`src/rtl/core/ibt_pkg.sv`:
```
`timescale 1ns / 1ps
// ----------------------------------------------------------------------------
// ibt_pkg: shared types and constants for the balanced ternary converter
// Word widths, trit codes and the command handed from the front to the back.
// ----------------------------------------------------------------------------
package ibt_pkg;

    localparam int WORD_W      = 64;               // input integer width
    localparam int LEN_W       = 7;                // trit count width
    localparam int TRIT_W      = 2;                // signed trit width
    localparam int CHUNK_W     = 8;                // dividend bits per divide cycle
    localparam int NCHUNK      = WORD_W / CHUNK_W; // dividend chunks per digit
    localparam int CHUNK_CNT_W = $clog2(NCHUNK);
    localparam int IN_DATA_W   = ((WORD_W + LEN_W + 7) / 8) * 8;
    localparam int OUT_DATA_W  = ((TRIT_W + 7) / 8) * 8;
    localparam int CMD_DEPTH   = 2;
    localparam int CMD_PTR_W   = $clog2(CMD_DEPTH);
    localparam int CMD_CNT_W   = $clog2(CMD_DEPTH + 1);

    // Any 64-bit magnitude, 2^63 included, fits in this many trits.
    localparam logic [LEN_W-1:0] NAT_MAX_TRITS = 7'd41;

    // Trit codes, two's complement
    localparam logic [TRIT_W-1:0] TRIT_ZERO = 2'b00;
    localparam logic [TRIT_W-1:0] TRIT_POS  = 2'b01;
    localparam logic [TRIT_W-1:0] TRIT_NEG  = 2'b11;
    localparam logic [TRIT_W-1:0] TRIT_BAD  = 2'b10;

    // One classified request, front to back.
    // work holds magnitude + 1, so each digit step is floor(work / 3).
    typedef struct packed {
        logic [WORD_W-1:0] work;
        logic              neg;
        logic              fixed;
        logic [LEN_W-1:0]  count;
        logic              mag_zero;
    } t_cmd;

endpackage

```
`src/rtl/core/ibt_front.sv`:
```
`timescale 1ns / 1ps
// ----------------------------------------------------------------------------
// ibt_front: request intake and classification
// Splits the sign, forms magnitude + 1, settles the trit count and drops
// requests that produce no trits.
// ----------------------------------------------------------------------------
module ibt_front #(
    parameter int MAX_TRITS = 64
) (
    input  logic                          s_axis_tvalid,
    output logic                          s_axis_tready,
    input  logic [ibt_pkg::IN_DATA_W-1:0] s_axis_tdata,
    input  logic                          s_axis_tuser,
    output logic                          o_push_valid,
    input  logic                          i_push_ready,
    output ibt_pkg::t_cmd                 o_push_cmd
);

    localparam logic [ibt_pkg::LEN_W-1:0] MaxCount = ibt_pkg::LEN_W'(MAX_TRITS);

    logic [ibt_pkg::WORD_W-1:0] value;
    logic [ibt_pkg::LEN_W-1:0]  length;
    logic                       neg;
    logic                       mag_zero;
    logic                       drop;
    logic [ibt_pkg::WORD_W-1:0] addend;
    logic [ibt_pkg::WORD_W-1:0] operand;

    assign value    = s_axis_tdata[ibt_pkg::WORD_W-1:0];
    assign length   = s_axis_tdata[ibt_pkg::WORD_W +: ibt_pkg::LEN_W];
    assign neg      = value[ibt_pkg::WORD_W-1];
    assign mag_zero = (value == '0);

    // |v| + 1: v + 1 when positive, ~v + 2 when negative
    assign operand  = neg ? ~value : value;
    assign addend   = neg ? ibt_pkg::WORD_W'(2) : ibt_pkg::WORD_W'(1);

    always_comb begin
        o_push_cmd          = '0;
        o_push_cmd.work     = operand + addend;
        o_push_cmd.neg      = neg;
        o_push_cmd.fixed    = s_axis_tuser;
        o_push_cmd.mag_zero = mag_zero;
        if (s_axis_tuser) begin
            o_push_cmd.count = (length > MaxCount) ? MaxCount : length;
        end else begin
            o_push_cmd.count = MaxCount;
        end
    end

    // zero with natural length, or a fixed length of zero, yields nothing
    assign drop          = s_axis_tuser ? (length == '0) : mag_zero;
    assign o_push_valid  = s_axis_tvalid && !drop;
    assign s_axis_tready = i_push_ready;

endmodule

```
`src/rtl/core/ibt_cmd_fifo.sv`:
```
`timescale 1ns / 1ps
// ----------------------------------------------------------------------------
// ibt_cmd_fifo: short command queue between front and back
// Flop-based FIFO, first-word-fall-through on the read side.
// ----------------------------------------------------------------------------
module ibt_cmd_fifo (
    input  logic          i_clk,
    input  logic          i_rst_n,
    input  logic          i_push_valid,
    output logic          o_push_ready,
    input  ibt_pkg::t_cmd i_push_cmd,
    output logic          o_pop_valid,
    input  logic          i_pop_ready,
    output ibt_pkg::t_cmd o_pop_cmd
);

    ibt_pkg::t_cmd                  r_mem [ibt_pkg::CMD_DEPTH];
    logic [ibt_pkg::CMD_PTR_W-1:0]  r_wptr;
    logic [ibt_pkg::CMD_PTR_W-1:0]  r_rptr;
    logic [ibt_pkg::CMD_CNT_W-1:0]  r_cnt;
    logic                           push;
    logic                           pop;

    assign o_push_ready = (r_cnt != ibt_pkg::CMD_CNT_W'(ibt_pkg::CMD_DEPTH));
    assign o_pop_valid  = (r_cnt != '0);
    assign o_pop_cmd    = r_mem[r_rptr];
    assign push         = i_push_valid && o_push_ready;
    assign pop          = o_pop_valid && i_pop_ready;

    always_ff @(posedge i_clk) begin
        if (!i_rst_n) begin
            r_wptr <= '0;
            r_rptr <= '0;
            r_cnt  <= '0;
        end else begin
            if (push) begin
                r_wptr <= r_wptr + 1'b1;
            end
            if (pop) begin
                r_rptr <= r_rptr + 1'b1;
            end
            if (push && !pop) begin
                r_cnt <= r_cnt + 1'b1;
            end else if (pop && !push) begin
                r_cnt <= r_cnt - 1'b1;
            end
        end
        if (push) begin
            r_mem[r_wptr] <= i_push_cmd;
        end
    end

endmodule

```
`src/rtl/core/ibt_back.sv`:
```
`timescale 1ns / 1ps
// ----------------------------------------------------------------------------
// ibt_back: digit sequencer with serial divide-by-three
// Long division by 3, eight dividend bits a cycle, MSB first; quotient bits
// shift into the same register. Trits leave through a one-deep output stage.
// ----------------------------------------------------------------------------
module ibt_back (
    input  logic                           i_clk,
    input  logic                           i_rst_n,
    input  logic                           i_cmd_valid,
    output logic                           o_cmd_ready,
    input  ibt_pkg::t_cmd                  i_cmd,
    output logic                           m_axis_tvalid,
    input  logic                           m_axis_tready,
    output logic [ibt_pkg::OUT_DATA_W-1:0] m_axis_tdata,
    output logic                           m_axis_tlast
);

    typedef enum logic [1:0] {
        ST_IDLE,
        ST_DIV,
        ST_OUT
    } t_state;

    t_state                           r_state, n_state;
    logic [ibt_pkg::CHUNK_CNT_W-1:0]  r_chunk, n_chunk;
    logic [ibt_pkg::WORD_W-1:0]       r_div, n_div;
    logic [1:0]                       r_rem, n_rem;
    logic                             r_zero, n_zero;
    logic                             r_neg, n_neg;
    logic                             r_fixed, n_fixed;
    logic [ibt_pkg::LEN_W-1:0]        r_count, n_count;
    logic [ibt_pkg::LEN_W-1:0]        r_sent, n_sent;
    logic [ibt_pkg::TRIT_W-1:0]       r_digit, n_digit;
    logic                             r_out_valid, n_out_valid;
    logic [ibt_pkg::TRIT_W-1:0]       r_out_trit, n_out_trit;
    logic                             r_out_last, n_out_last;

    logic [ibt_pkg::CHUNK_W-1:0]      chunk_q;
    logic [1:0]                       chunk_rem;
    logic [ibt_pkg::WORD_W-1:0]       div_shift;
    logic [ibt_pkg::TRIT_W-1:0]       mag_digit;
    logic [ibt_pkg::TRIT_W-1:0]       signed_digit;
    logic                             slot_free;
    logic                             out_last;
    logic [ibt_pkg::LEN_W-1:0]        sent_inc;

    // one chunk of long division by 3
    always_comb begin
        logic [2:0] t;
        logic [1:0] rem;
        rem     = r_rem;
        chunk_q = '0;
        for (int i = ibt_pkg::CHUNK_W - 1; i >= 0; i--) begin
            t = {rem, r_div[ibt_pkg::WORD_W - ibt_pkg::CHUNK_W + i]};
            if (t >= 3'd3) begin
                chunk_q[i] = 1'b1;
                rem        = 2'(t - 3'd3);
            end else begin
                rem        = t[1:0];
            end
        end
        chunk_rem = rem;
    end

    assign div_shift = {r_div[ibt_pkg::WORD_W-ibt_pkg::CHUNK_W-1:0], chunk_q};

    // remainder of (m + 1) mod 3: 1 -> 0, 2 -> +1, 0 -> -1
    always_comb begin
        case (chunk_rem)
            2'd0:    mag_digit = ibt_pkg::TRIT_NEG;
            2'd2:    mag_digit = ibt_pkg::TRIT_POS;
            default: mag_digit = ibt_pkg::TRIT_ZERO;
        endcase
    end

    assign signed_digit = r_neg ? ibt_pkg::TRIT_W'(-mag_digit) : mag_digit;
    assign slot_free    = !r_out_valid || m_axis_tready;
    assign sent_inc     = r_sent + 1'b1;
    assign out_last     = r_fixed ? (sent_inc == r_count) : r_zero;
    assign o_cmd_ready  = (r_state == ST_IDLE);

    always_comb begin
        n_state     = r_state;
        n_chunk     = r_chunk;
        n_div       = r_div;
        n_rem       = r_rem;
        n_zero      = r_zero;
        n_neg       = r_neg;
        n_fixed     = r_fixed;
        n_count     = r_count;
        n_sent      = r_sent;
        n_digit     = r_digit;
        n_out_valid = r_out_valid && !m_axis_tready;
        n_out_trit  = r_out_trit;
        n_out_last  = r_out_last;

        case (r_state)
            ST_IDLE: begin
                if (i_cmd_valid) begin
                    n_neg   = i_cmd.neg;
                    n_fixed = i_cmd.fixed;
                    n_count = i_cmd.count;
                    n_sent  = '0;
                    n_div   = i_cmd.work;
                    n_rem   = '0;
                    n_chunk = '0;
                    if (i_cmd.mag_zero) begin
                        n_digit = ibt_pkg::TRIT_ZERO;
                        n_zero  = 1'b1;
                        n_state = ST_OUT;
                    end else begin
                        n_zero  = 1'b0;
                        n_state = ST_DIV;
                    end
                end
            end
            ST_DIV: begin
                n_div   = div_shift;
                n_rem   = chunk_rem;
                n_chunk = r_chunk + 1'b1;
                if (r_chunk == ibt_pkg::CHUNK_CNT_W'(ibt_pkg::NCHUNK - 1)) begin
                    // new magnitude is the quotient; keep it as quotient + 1
                    n_div   = div_shift + 1'b1;
                    n_zero  = (div_shift == '0);
                    n_digit = signed_digit;
                    n_state = ST_OUT;
                end
            end
            ST_OUT: begin
                if (slot_free) begin
                    n_out_valid = 1'b1;
                    n_out_trit  = r_digit;
                    n_out_last  = out_last;
                    n_sent      = sent_inc;
                    if (out_last) begin
                        n_state = ST_IDLE;
                    end else if (r_zero) begin
                        n_digit = ibt_pkg::TRIT_ZERO;
                    end else begin
                        n_rem   = '0;
                        n_chunk = '0;
                        n_state = ST_DIV;
                    end
                end
            end
            default: begin
                n_state = ST_IDLE;
            end
        endcase
    end

    always_ff @(posedge i_clk) begin
        if (!i_rst_n) begin
            r_state     <= ST_IDLE;
            r_out_valid <= 1'b0;
        end else begin
            r_state     <= n_state;
            r_out_valid <= n_out_valid;
        end
        r_chunk    <= n_chunk;
        r_div      <= n_div;
        r_rem      <= n_rem;
        r_zero     <= n_zero;
        r_neg      <= n_neg;
        r_fixed    <= n_fixed;
        r_count    <= n_count;
        r_sent     <= n_sent;
        r_digit    <= n_digit;
        r_out_trit <= n_out_trit;
        r_out_last <= n_out_last;
    end

    assign m_axis_tvalid = r_out_valid;
    assign m_axis_tdata  = ibt_pkg::OUT_DATA_W'(r_out_trit);
    assign m_axis_tlast  = r_out_last;

    // dividend is magnitude + 1, never zero while dividing
    a_div_nonzero: assert property (@(posedge i_clk) disable iff (!i_rst_n)
        (r_state == ST_DIV) |-> !r_zero)
        else $error("divide started on a finished magnitude");

    // fixed-length run never passes its count
    a_fixed_bound: assert property (@(posedge i_clk) disable iff (!i_rst_n)
        (r_state != ST_IDLE && r_fixed) |-> (r_sent < r_count))
        else $error("fixed-length run overran its count");

    // natural-length run ends within the longest possible digit string
    a_nat_bound: assert property (@(posedge i_clk) disable iff (!i_rst_n)
        (r_state != ST_IDLE && !r_fixed) |-> (r_sent < ibt_pkg::NAT_MAX_TRITS))
        else $error("natural-length run too long");

    // only the three legal trit codes leave the block
    a_trit_code: assert property (@(posedge i_clk) disable iff (!i_rst_n)
        r_out_valid |-> (r_out_trit != ibt_pkg::TRIT_BAD))
        else $error("illegal trit code on output");

endmodule

```
`src/rtl/core/int_to_balanced_ternary.sv`:
```
`timescale 1ns / 1ps
// ----------------------------------------------------------------------------
// int_to_balanced_ternary: signed 64-bit integer to balanced ternary trits
// Streams the trits of each request, least significant first, one per beat.
// ----------------------------------------------------------------------------
// Each request carries a signed 64-bit value and an optional fixed length;
// the block answers with one beat per trit (-1, 0, +1 as two's complement in
// the low two bits of tdata), tlast on the final trit. With tuser low the
// natural digit count is sent and zero sends nothing; with tuser high exactly
// length trits are sent (saturated at MAX_TRITS), cut off or padded with
// zeros, and a length of zero sends nothing. Each nonzero-magnitude digit
// passes through the serial divide-by-three unit (8 dividend bits per cycle
// over the 64-bit word) and is then handed to the output stage; padding
// zeros skip the divider. The widest magnitude has 41 natural digits. A
// two-entry request queue sits in front of the sequencer, so new requests
// are taken while the current one is still being converted, and a one-deep
// output register lets the sequencer run ahead of a stalled downstream by
// one trit.
// ----------------------------------------------------------------------------
module int_to_balanced_ternary #(
    parameter int MAX_TRITS = 64  // trit count cap with fixed length, 41..64
) (
    input  logic                           i_clk,
    input  logic                           i_rst_n,
    input  logic                           s_axis_tvalid,
    output logic                           s_axis_tready,
    // tdata, LSB up: value[63:0], length[70:64], zero fill [71]
    input  logic [ibt_pkg::IN_DATA_W-1:0]  s_axis_tdata,
    // tuser: use_length
    input  logic                           s_axis_tuser,
    output logic                           m_axis_tvalid,
    input  logic                           m_axis_tready,
    // tdata, LSB up: trit[1:0], zero fill [7:2]
    output logic [ibt_pkg::OUT_DATA_W-1:0] m_axis_tdata,
    // tlast: last trit of this request
    output logic                           m_axis_tlast
);

    // front -> queue
    logic          push_valid;
    logic          push_ready;
    ibt_pkg::t_cmd push_cmd;

    // queue -> back
    logic          cmd_valid;
    logic          cmd_ready;
    ibt_pkg::t_cmd cmd;

    // Classification: sign split, magnitude + 1, count, drop of empty requests
    ibt_front #(
        .MAX_TRITS (MAX_TRITS)
    ) u_front (
        .s_axis_tvalid (s_axis_tvalid),
        .s_axis_tready (s_axis_tready),
        .s_axis_tdata  (s_axis_tdata),
        .s_axis_tuser  (s_axis_tuser),
        .o_push_valid  (push_valid),
        .i_push_ready  (push_ready),
        .o_push_cmd    (push_cmd)
    );

    // Decouples intake from the slow digit loop
    ibt_cmd_fifo u_cmd_fifo (
        .i_clk        (i_clk),
        .i_rst_n      (i_rst_n),
        .i_push_valid (push_valid),
        .o_push_ready (push_ready),
        .i_push_cmd   (push_cmd),
        .o_pop_valid  (cmd_valid),
        .i_pop_ready  (cmd_ready),
        .o_pop_cmd    (cmd)
    );

    // Digit loop: serial divide by three, sign, padding, output stage
    ibt_back u_back (
        .i_clk         (i_clk),
        .i_rst_n       (i_rst_n),
        .i_cmd_valid   (cmd_valid),
        .o_cmd_ready   (cmd_ready),
        .i_cmd         (cmd),
        .m_axis_tvalid (m_axis_tvalid),
        .m_axis_tready (m_axis_tready),
        .m_axis_tdata  (m_axis_tdata),
        .m_axis_tlast  (m_axis_tlast)
    );

endmodule
```
`config.mk`:
```
export PLATFORM = sky130hd
export DESIGN_NAME = int_to_balanced_ternary
export DESIGN_NICKNAME = d
export VERILOG_FILES = /design/src/rtl/core/ibt_pkg.sv /design/src/rtl/core/ibt_front.sv /design/src/rtl/core/ibt_cmd_fifo.sv /design/src/rtl/core/ibt_back.sv /design/src/rtl/core/int_to_balanced_ternary.sv
export SDC_FILE = /design/constraint.sdc
export NUM_CORES = 1
export LEC_CHECK = 0
export BUFFER_PORTS_ARGS = -buffer_cell sky130_fd_sc_hd__buf_2
export CORE_AREA = 2 2 207 188
export CTS_CLUSTER_SIZE = 40
export DETAILED_ROUTE_END_ITERATION = 10
export DIE_AREA = 0 0 209 190
export GPL_ROUTABILITY_DRIVEN = 0
export PLACE_DENSITY_LB_ADDON = 0.05
export SLEW_MARGIN = 5
export SYNTH_ARGS = -nofsm -noshare
export SYNTH_HDL_FRONTEND = slang
export SYNTH_SLANG_ARGS = --single-unit
```
`constraint.sdc`:
```
create_clock -name i_clk -period 10.25 [get_ports i_clk]
set_input_delay 2.05 -clock i_clk [delete_from_list [all_inputs] [get_ports i_clk]]
set_output_delay 2.05 -clock i_clk [all_outputs]
set_load 0.02 [all_outputs]
```
# == Word level (Yosys, flattened, before mapping) ==
# Memories as Yosys holds them, arrays and structs flattened. A register that Yosys moved wholly into a read port is not among the register bits.
# Cells that the tools add are included.
# totals
reg_bits,98
ram_bits,148
output_inout_bits,11
elab_cells,154
memories,1
# memory_table
memory,depth,width,rd,rd_ports_with_merged_regs,wr,line_no,source
u_cmd_fifo.r_mem,2,74,1,1,1,ibt_cmd_fifo.sv:17,ibt_pkg::t_cmd r_mem [ibt_pkg::CMD_DEPTH];
# classes
n_addsub,17
order_cmp,9
n_eq_ne,14
n_mux,66
bitwise,1
n_reduce_logical,30
# op_table
cell,count
$mux 64,3
$logic_not 64->1,2
$pmux 64 s2,1
$add 64x1->64 const B,1
$add 64x64->64,1
$not 64->64,1
$mux 2,28
$mux 7,4
$ge 3x2->1 const B,8
$mux 1,19
$pmux 2 s3,3
$sub 2x2->2 const B,8
$pmux 7 s2,1
$mux 3,4
$pmux 3 s3,1
$ne 2x1->1 const B,4
$ne 2x2->1 const B,4
$reduce_bool 2->1,4
$add 7x1->7 const B,1
$eq 7x7->1,1
$gt 7x7->1 const B,1
$logic_not 7->1,1
$reduce_and 7->1,1
$logic_and 1x1->1,6
19 further kinds,29

# == Longest topological paths before layout ==
# depth
ltp_word,22
mapped_depth,52

# == Cells and area by module ==
# Synthesis repeated with hierarchy kept, for this count alone.
# unflattened
cells_unflattened,1503
hier_area_um2,15762.6
# modules_own_cells
module,n_inst,cells_per_inst,area_each_um2,seq_area_each_um2
ibt_back,1,713,6552.5,2792.7
ibt_cmd_fifo,1,254,5575.3,4544.4
ibt_front,1,536,3634.7,0.0

# == Worst setup path after synthesis ==
# No wires, ideal clock.
# synth_path
path_type,flip-flop to flip-flop
start,register u_back.r_rem[0]
end,"register u_back.r_div[38] in the netlist's numbering, data pin"
t_arrival_ps,9338
slack_ps,641
stages_incl_launch_ff,51
n_path_buf,6
cell_sequence,edfxtp_1 ha_1 or3_1 a21oi_1 ha_1 buf_2 nor4bb_1 o21ai_0 nand2_1 ha_1 clkbuf_1 nor3b_1 mux2_4 nand2_1 nand2_1 ha_1 clkbuf_1 nor2_1 [15 not listed] or2_2 a2bb2oi_1 a211oi_1 a311oi_1 inv_1 ha_1 a2111oi_2 o22ai_2 clkbuf_1 ha_1 nand2_1 a31oi_1 and2_0 clkbuf_1 buf_2 nand4_1 xor2_1 a21oi_1
# synth_via
elab_chain_cells,19
elab_cells_between_ends,33
# synth_lines
element,line_no,source
"start, declared",ibt_back.sv:28,"logic [1:0] r_rem, n_rem;"
"start signal, assigned",ibt_back.sv:163,r_rem <= n_rem;
$ge 3x2->1 or $sub 2x2->2 (tied branches),"ibt_back.sv:56, ibt_back.sv:58",
$mux 2,ibt_back.sv:56,if (t >= 3'd3) begin
$ge 3x2->1 or $sub 2x2->2 (tied branches),"ibt_back.sv:56, ibt_back.sv:58",
$mux 2,ibt_back.sv:56,
$ge 3x2->1 or $sub 2x2->2 (tied branches),"ibt_back.sv:56, ibt_back.sv:58",
$mux 2,ibt_back.sv:56,
$ge 3x2->1 or $sub 2x2->2 (tied branches),"ibt_back.sv:56, ibt_back.sv:58",
$mux 2,ibt_back.sv:56,
[4 not listed],-,
$ge 3x2->1 or $sub 2x2->2 (tied branches),"ibt_back.sv:56, ibt_back.sv:58",
$mux 2,ibt_back.sv:56,
$ge 3x2->1,ibt_back.sv:56,
$mux 1,ibt_back.sv:56,
$add 64x1->64 *,ibt_back.sv:124,n_div = div_shift + 1'b1;
$mux 64 *,ibt_back.sv:122,if (r_chunk == ibt_pkg::CHUNK_CNT_W'(ibt_pkg::NCHUNK - 1)) begin
$pmux 64 s2 *,ibt_back.sv:98,case (r_state)
named net u_back.n_div (one bit),ibt_back.sv:27,"logic [ibt_pkg::WORD_W-1:0] r_div, n_div;"
"end signal, assigned",ibt_back.sv:162,r_div <= n_div;
"end, declared",ibt_back.sv:27,
# Mark *: on every way through the listed nets, which the timed path passes. The rest lies on a longest branch.
# A chain may end at the register's enable or synchronous reset.

# == Final worst setup path ==
# layout_path
start,register u_back.r_rem[0]
end,"register u_back.r_div[44] in the netlist's numbering, data pin"
# Same word-level chain as after synthesis.

==> qor.json <==
{
  "run_status": {
    "outcome": "finished clean"
  },
  "placed_design": {
    "place.detailed.hpwl_um": 27900,
    "number_of_buffers_added_on_ports": 80,
    "post-place-cells": 1883
  },
  "global_routing": {
    "initial_antenna_violation_count": 0,
    "via_count_of_the_first_global_routing_pass": 9976,
    "wire_length_of_the_first_global_routing_pass_um": 59700,
    "globalRoute.totalOverflow": 0,
    "globalRouteTotalUtil_pct": 19.4,
    "grt_start_max_net_pins": 83
  },
  "drt": {
    "routed_via_density": 5.58,
    "initialDrtViolationCount": 746,
    "drc": 0,
    "antenna_nets_post_route": 0,
    "routed-via-count": 10832,
    "first_pass_iters": 4,
    "routed_wl_um": 39100,
    "routed_wire_length_per_instance_um": 20.2
  },
  "logic_synthesis": {
    "yosys_warnings": 0,
    "post_synth_xor_area_fraction_pct": 7.81,
    "synth.distinct_cells": 80,
    "synth_cells": 1364,
    "post_synth_mux_area_share_pct": 3.03,
    "synth_enable_flop_cells": 239,
    "syn_area_per_cell_um2": 10.6,
    "synth_compound_area_share_pct": 14.2,
    "yosysSeqAreaShare_pct": 50.7,
    "post_synth_fa_ha_maj_area_fraction_pct": 1.47,
    "yosys_most_used_dff": "edfxtp_1",
    "synth_top_family_by_area": "simple AND/OR/NAND/NOR gates",
    "postSynth.asyncResetShare_pct": 0,
    "synthesis.area_um2": 14500,
    "synthSimpleGateAreaFrac_pct": 19.5,
    "yosys_reg_bits": 247
  },
  "timing": {
    "timing.final.hold_violations": 0,
    "fin_tns_setup_ps": 0,
    "final-setup-viol-count": 0,
    "final_max_slew_viol_count": 0,
    "fin_crit_ps": 9400,
    "timing.final.crit_share_pct": 91.7,
    "timing.slew.headroom_pct": 25.4,
    "hold_slack_ps": 417,
    "worst-slew-pin-transition_ps": 1110,
    "fin_skew_ps": 14.0,
    "fmaxAchievable_mhz": 106
  },
  "die": {
    "floorplan.io_pins": 88,
    "core-area_um2": 37900,
    "die_y_um": 190,
    "core.rowCount": 68,
    "fp.dieW_um": 209,
    "die-area_um2": 39700,
    "floorplan.initialDensity_pct": 38.2
  },
  "clock_tree": {
    "clock_tree.root_cell": "clkbuf_16",
    "cts_hold_buffers": 0,
    "clock_tree_from_tritoncts": "yes",
    "clk_pin_slew_worst_paths_ps": 60,
    "clock_latency_ps": 540,
    "cts_htree_levels": 1,
    "max_buffers_root_to_sink": 3,
    "cts_sinks": 247,
    "cts_buffers": 28
  },
  "critical_path": {
    "worst_path_max_delay_cell": "edfxtp_1",
    "timing.setup.critical_path_class": "flip-flop to flip-flop",
    "critical_path_required_ps": 10500,
    "critical_path.startpoint_type": "flip-flop",
    "crit_top_cell": "ha_1",
    "worstPathMaxFanout": 10,
    "cp_data_arrival_time_ps": 9650,
    "regToRegSetupSlack_ps": 850,
    "worst_setup_path_end_kind": "flip-flop",
    "critical_path.max_stage_delay_ps": 450
  },
  "cells_and_area": {
    "layout.cells.most_common": "edfxtp_1",
    "instances_no_fill": 1941,
    "layout_common_cells": "edfxtp_1, nor2_1, xnor2_1, buf_2, a21oi_1",
    "antenna_cells_inserted": 0,
    "finalCoreUtilization_pct": 43.2,
    "final_nets": 1524,
    "num-fill-cells": 3631,
    "drive_gt1_share_pct": 14.3,
    "area_growth_pct": 13.1
  },
  "flow_run": {
    "count_of_maximum_capacitance_violations": 0
  },
  "min_path": {
    "hold_class": "flip-flop to flip-flop"
  }
}
-- critical path, delay by kind of cell, from the launching register on --
family | cells | cell delay, ps
compound gates | 17 | 3060
simple gates | 14 | 2120
fa+ha+maj | 9 | 2050
buf+inv | 7 | 1090
flops | 1 | 450
mux | 1 | 220
xor+xnor | 1 | 140
-- timing repair --
action | CTS | global route
endpoints found under the setup margin | 0 | 31
gates resized for setup | 0 | 8
buffers inserted | 0 | 7
-- state kept, by name (all words and copies together), names as in the netlist, 2 cells and up, named ones only --
register and flops:
u_back.r_chunk 3, u_back.r_count 7, u_back.r_digit 2, u_back.r_div 64, u_back.r_out_trit 2, u_back.r_rem 2, u_back.r_sent 7, u_back.r_state 2
u_cmd_fifo.r_cnt 2, u_cmd_fifo.r_mem 148
-- routing by layer --
| layer | up-vias | routed length, um | GRT usage, % |
|---|---|---|---|
| met5 | - | 0 | 0 |
| met4 | 0 | 428 | 3.08 |
| met3 | 26 | 1820 | 2.36 |
| met2 | 252 | 16300 | 27.8 |
| met1 | 5231 | 20600 | 31.3 |
| li1 | 5323 | - | - |
-- cell type report --
cell class              count  area [um2]  area share [%]
flip-flops and latches    247        7340            44.9
multi-input cells        1006        6740            41.2
clock buffers              37         756            4.62
repair buffers            116         673            4.11
well taps                 490         613            3.75
clock inverters            14         121           0.742
inverters                  31         116           0.711
-- path summary, 6_finish.rpt --
path                                        start                   end  cells past startpoint
worst max-delay path              u_back.r_rem[0]      u_back.r_div[44]                     49
worst max register to register    u_back.r_rem[0]      u_back.r_div[44]                     49
worst min register to register  u_back.r_digit[1]  u_back.r_out_trit[1]                      0
worst min-delay path            u_back.r_digit[1]  u_back.r_out_trit[1]                      0
-- synthesized netlist by cell type (all sizes together) (8+ instances only) --
cell type / instances / share of area, %
ha: 17 / 1.5
a21oi: 74 / 2.6
o22ai: 20 / 0.95
or3: 16 / 0.69
xnor2: 82 / 5.0
nor2: 88 / 2.3
mux2: 17 / 1.4
buf: 22 / 0.84
and3: 30 / 1.3
or4: 24 / 1.2
nor2b: 72 / 3.1
mux2i: 24 / 1.7
a211oi: 59 / 3.1
inv: 31 / 0.80
and2: 26 / 1.1
edfxtp: 239 / 50
nor4: 27 / 1.2
nor3: 39 / 1.4
nand3: 44 / 1.5
o21ai: 31 / 1.1
a31oi: 32 / 1.4
nand2: 63 / 1.6
nand2b: 20 / 0.86
dfxtp: 8 / 1.1
xor2: 47 / 2.8
clkbuf: 63 / 1.6
o31ai: 27 / 1.4
nand4: 37 / 1.6
-- through the flow --
stage	worst slack, ps	cell area, um2
after global placement	530	15400
after global routing	-14.8	16400
final	852	16400
after floorplan	641	14500
after CTS	421	16300
after detailed placement	480	15400
-- kinds of logic after synthesis --
family,Yosys count
AOI/OAI and AO/OA,299
xor gates and xnor gates,129
adders and majority gates,17
buffers and inverters,116
DFF,247
muxes,41
other,1
and+or+nand+nor,514
Power is not shown: default switching activity piles up to over one toggle a cycle in this logic, so the estimate is an artifact.
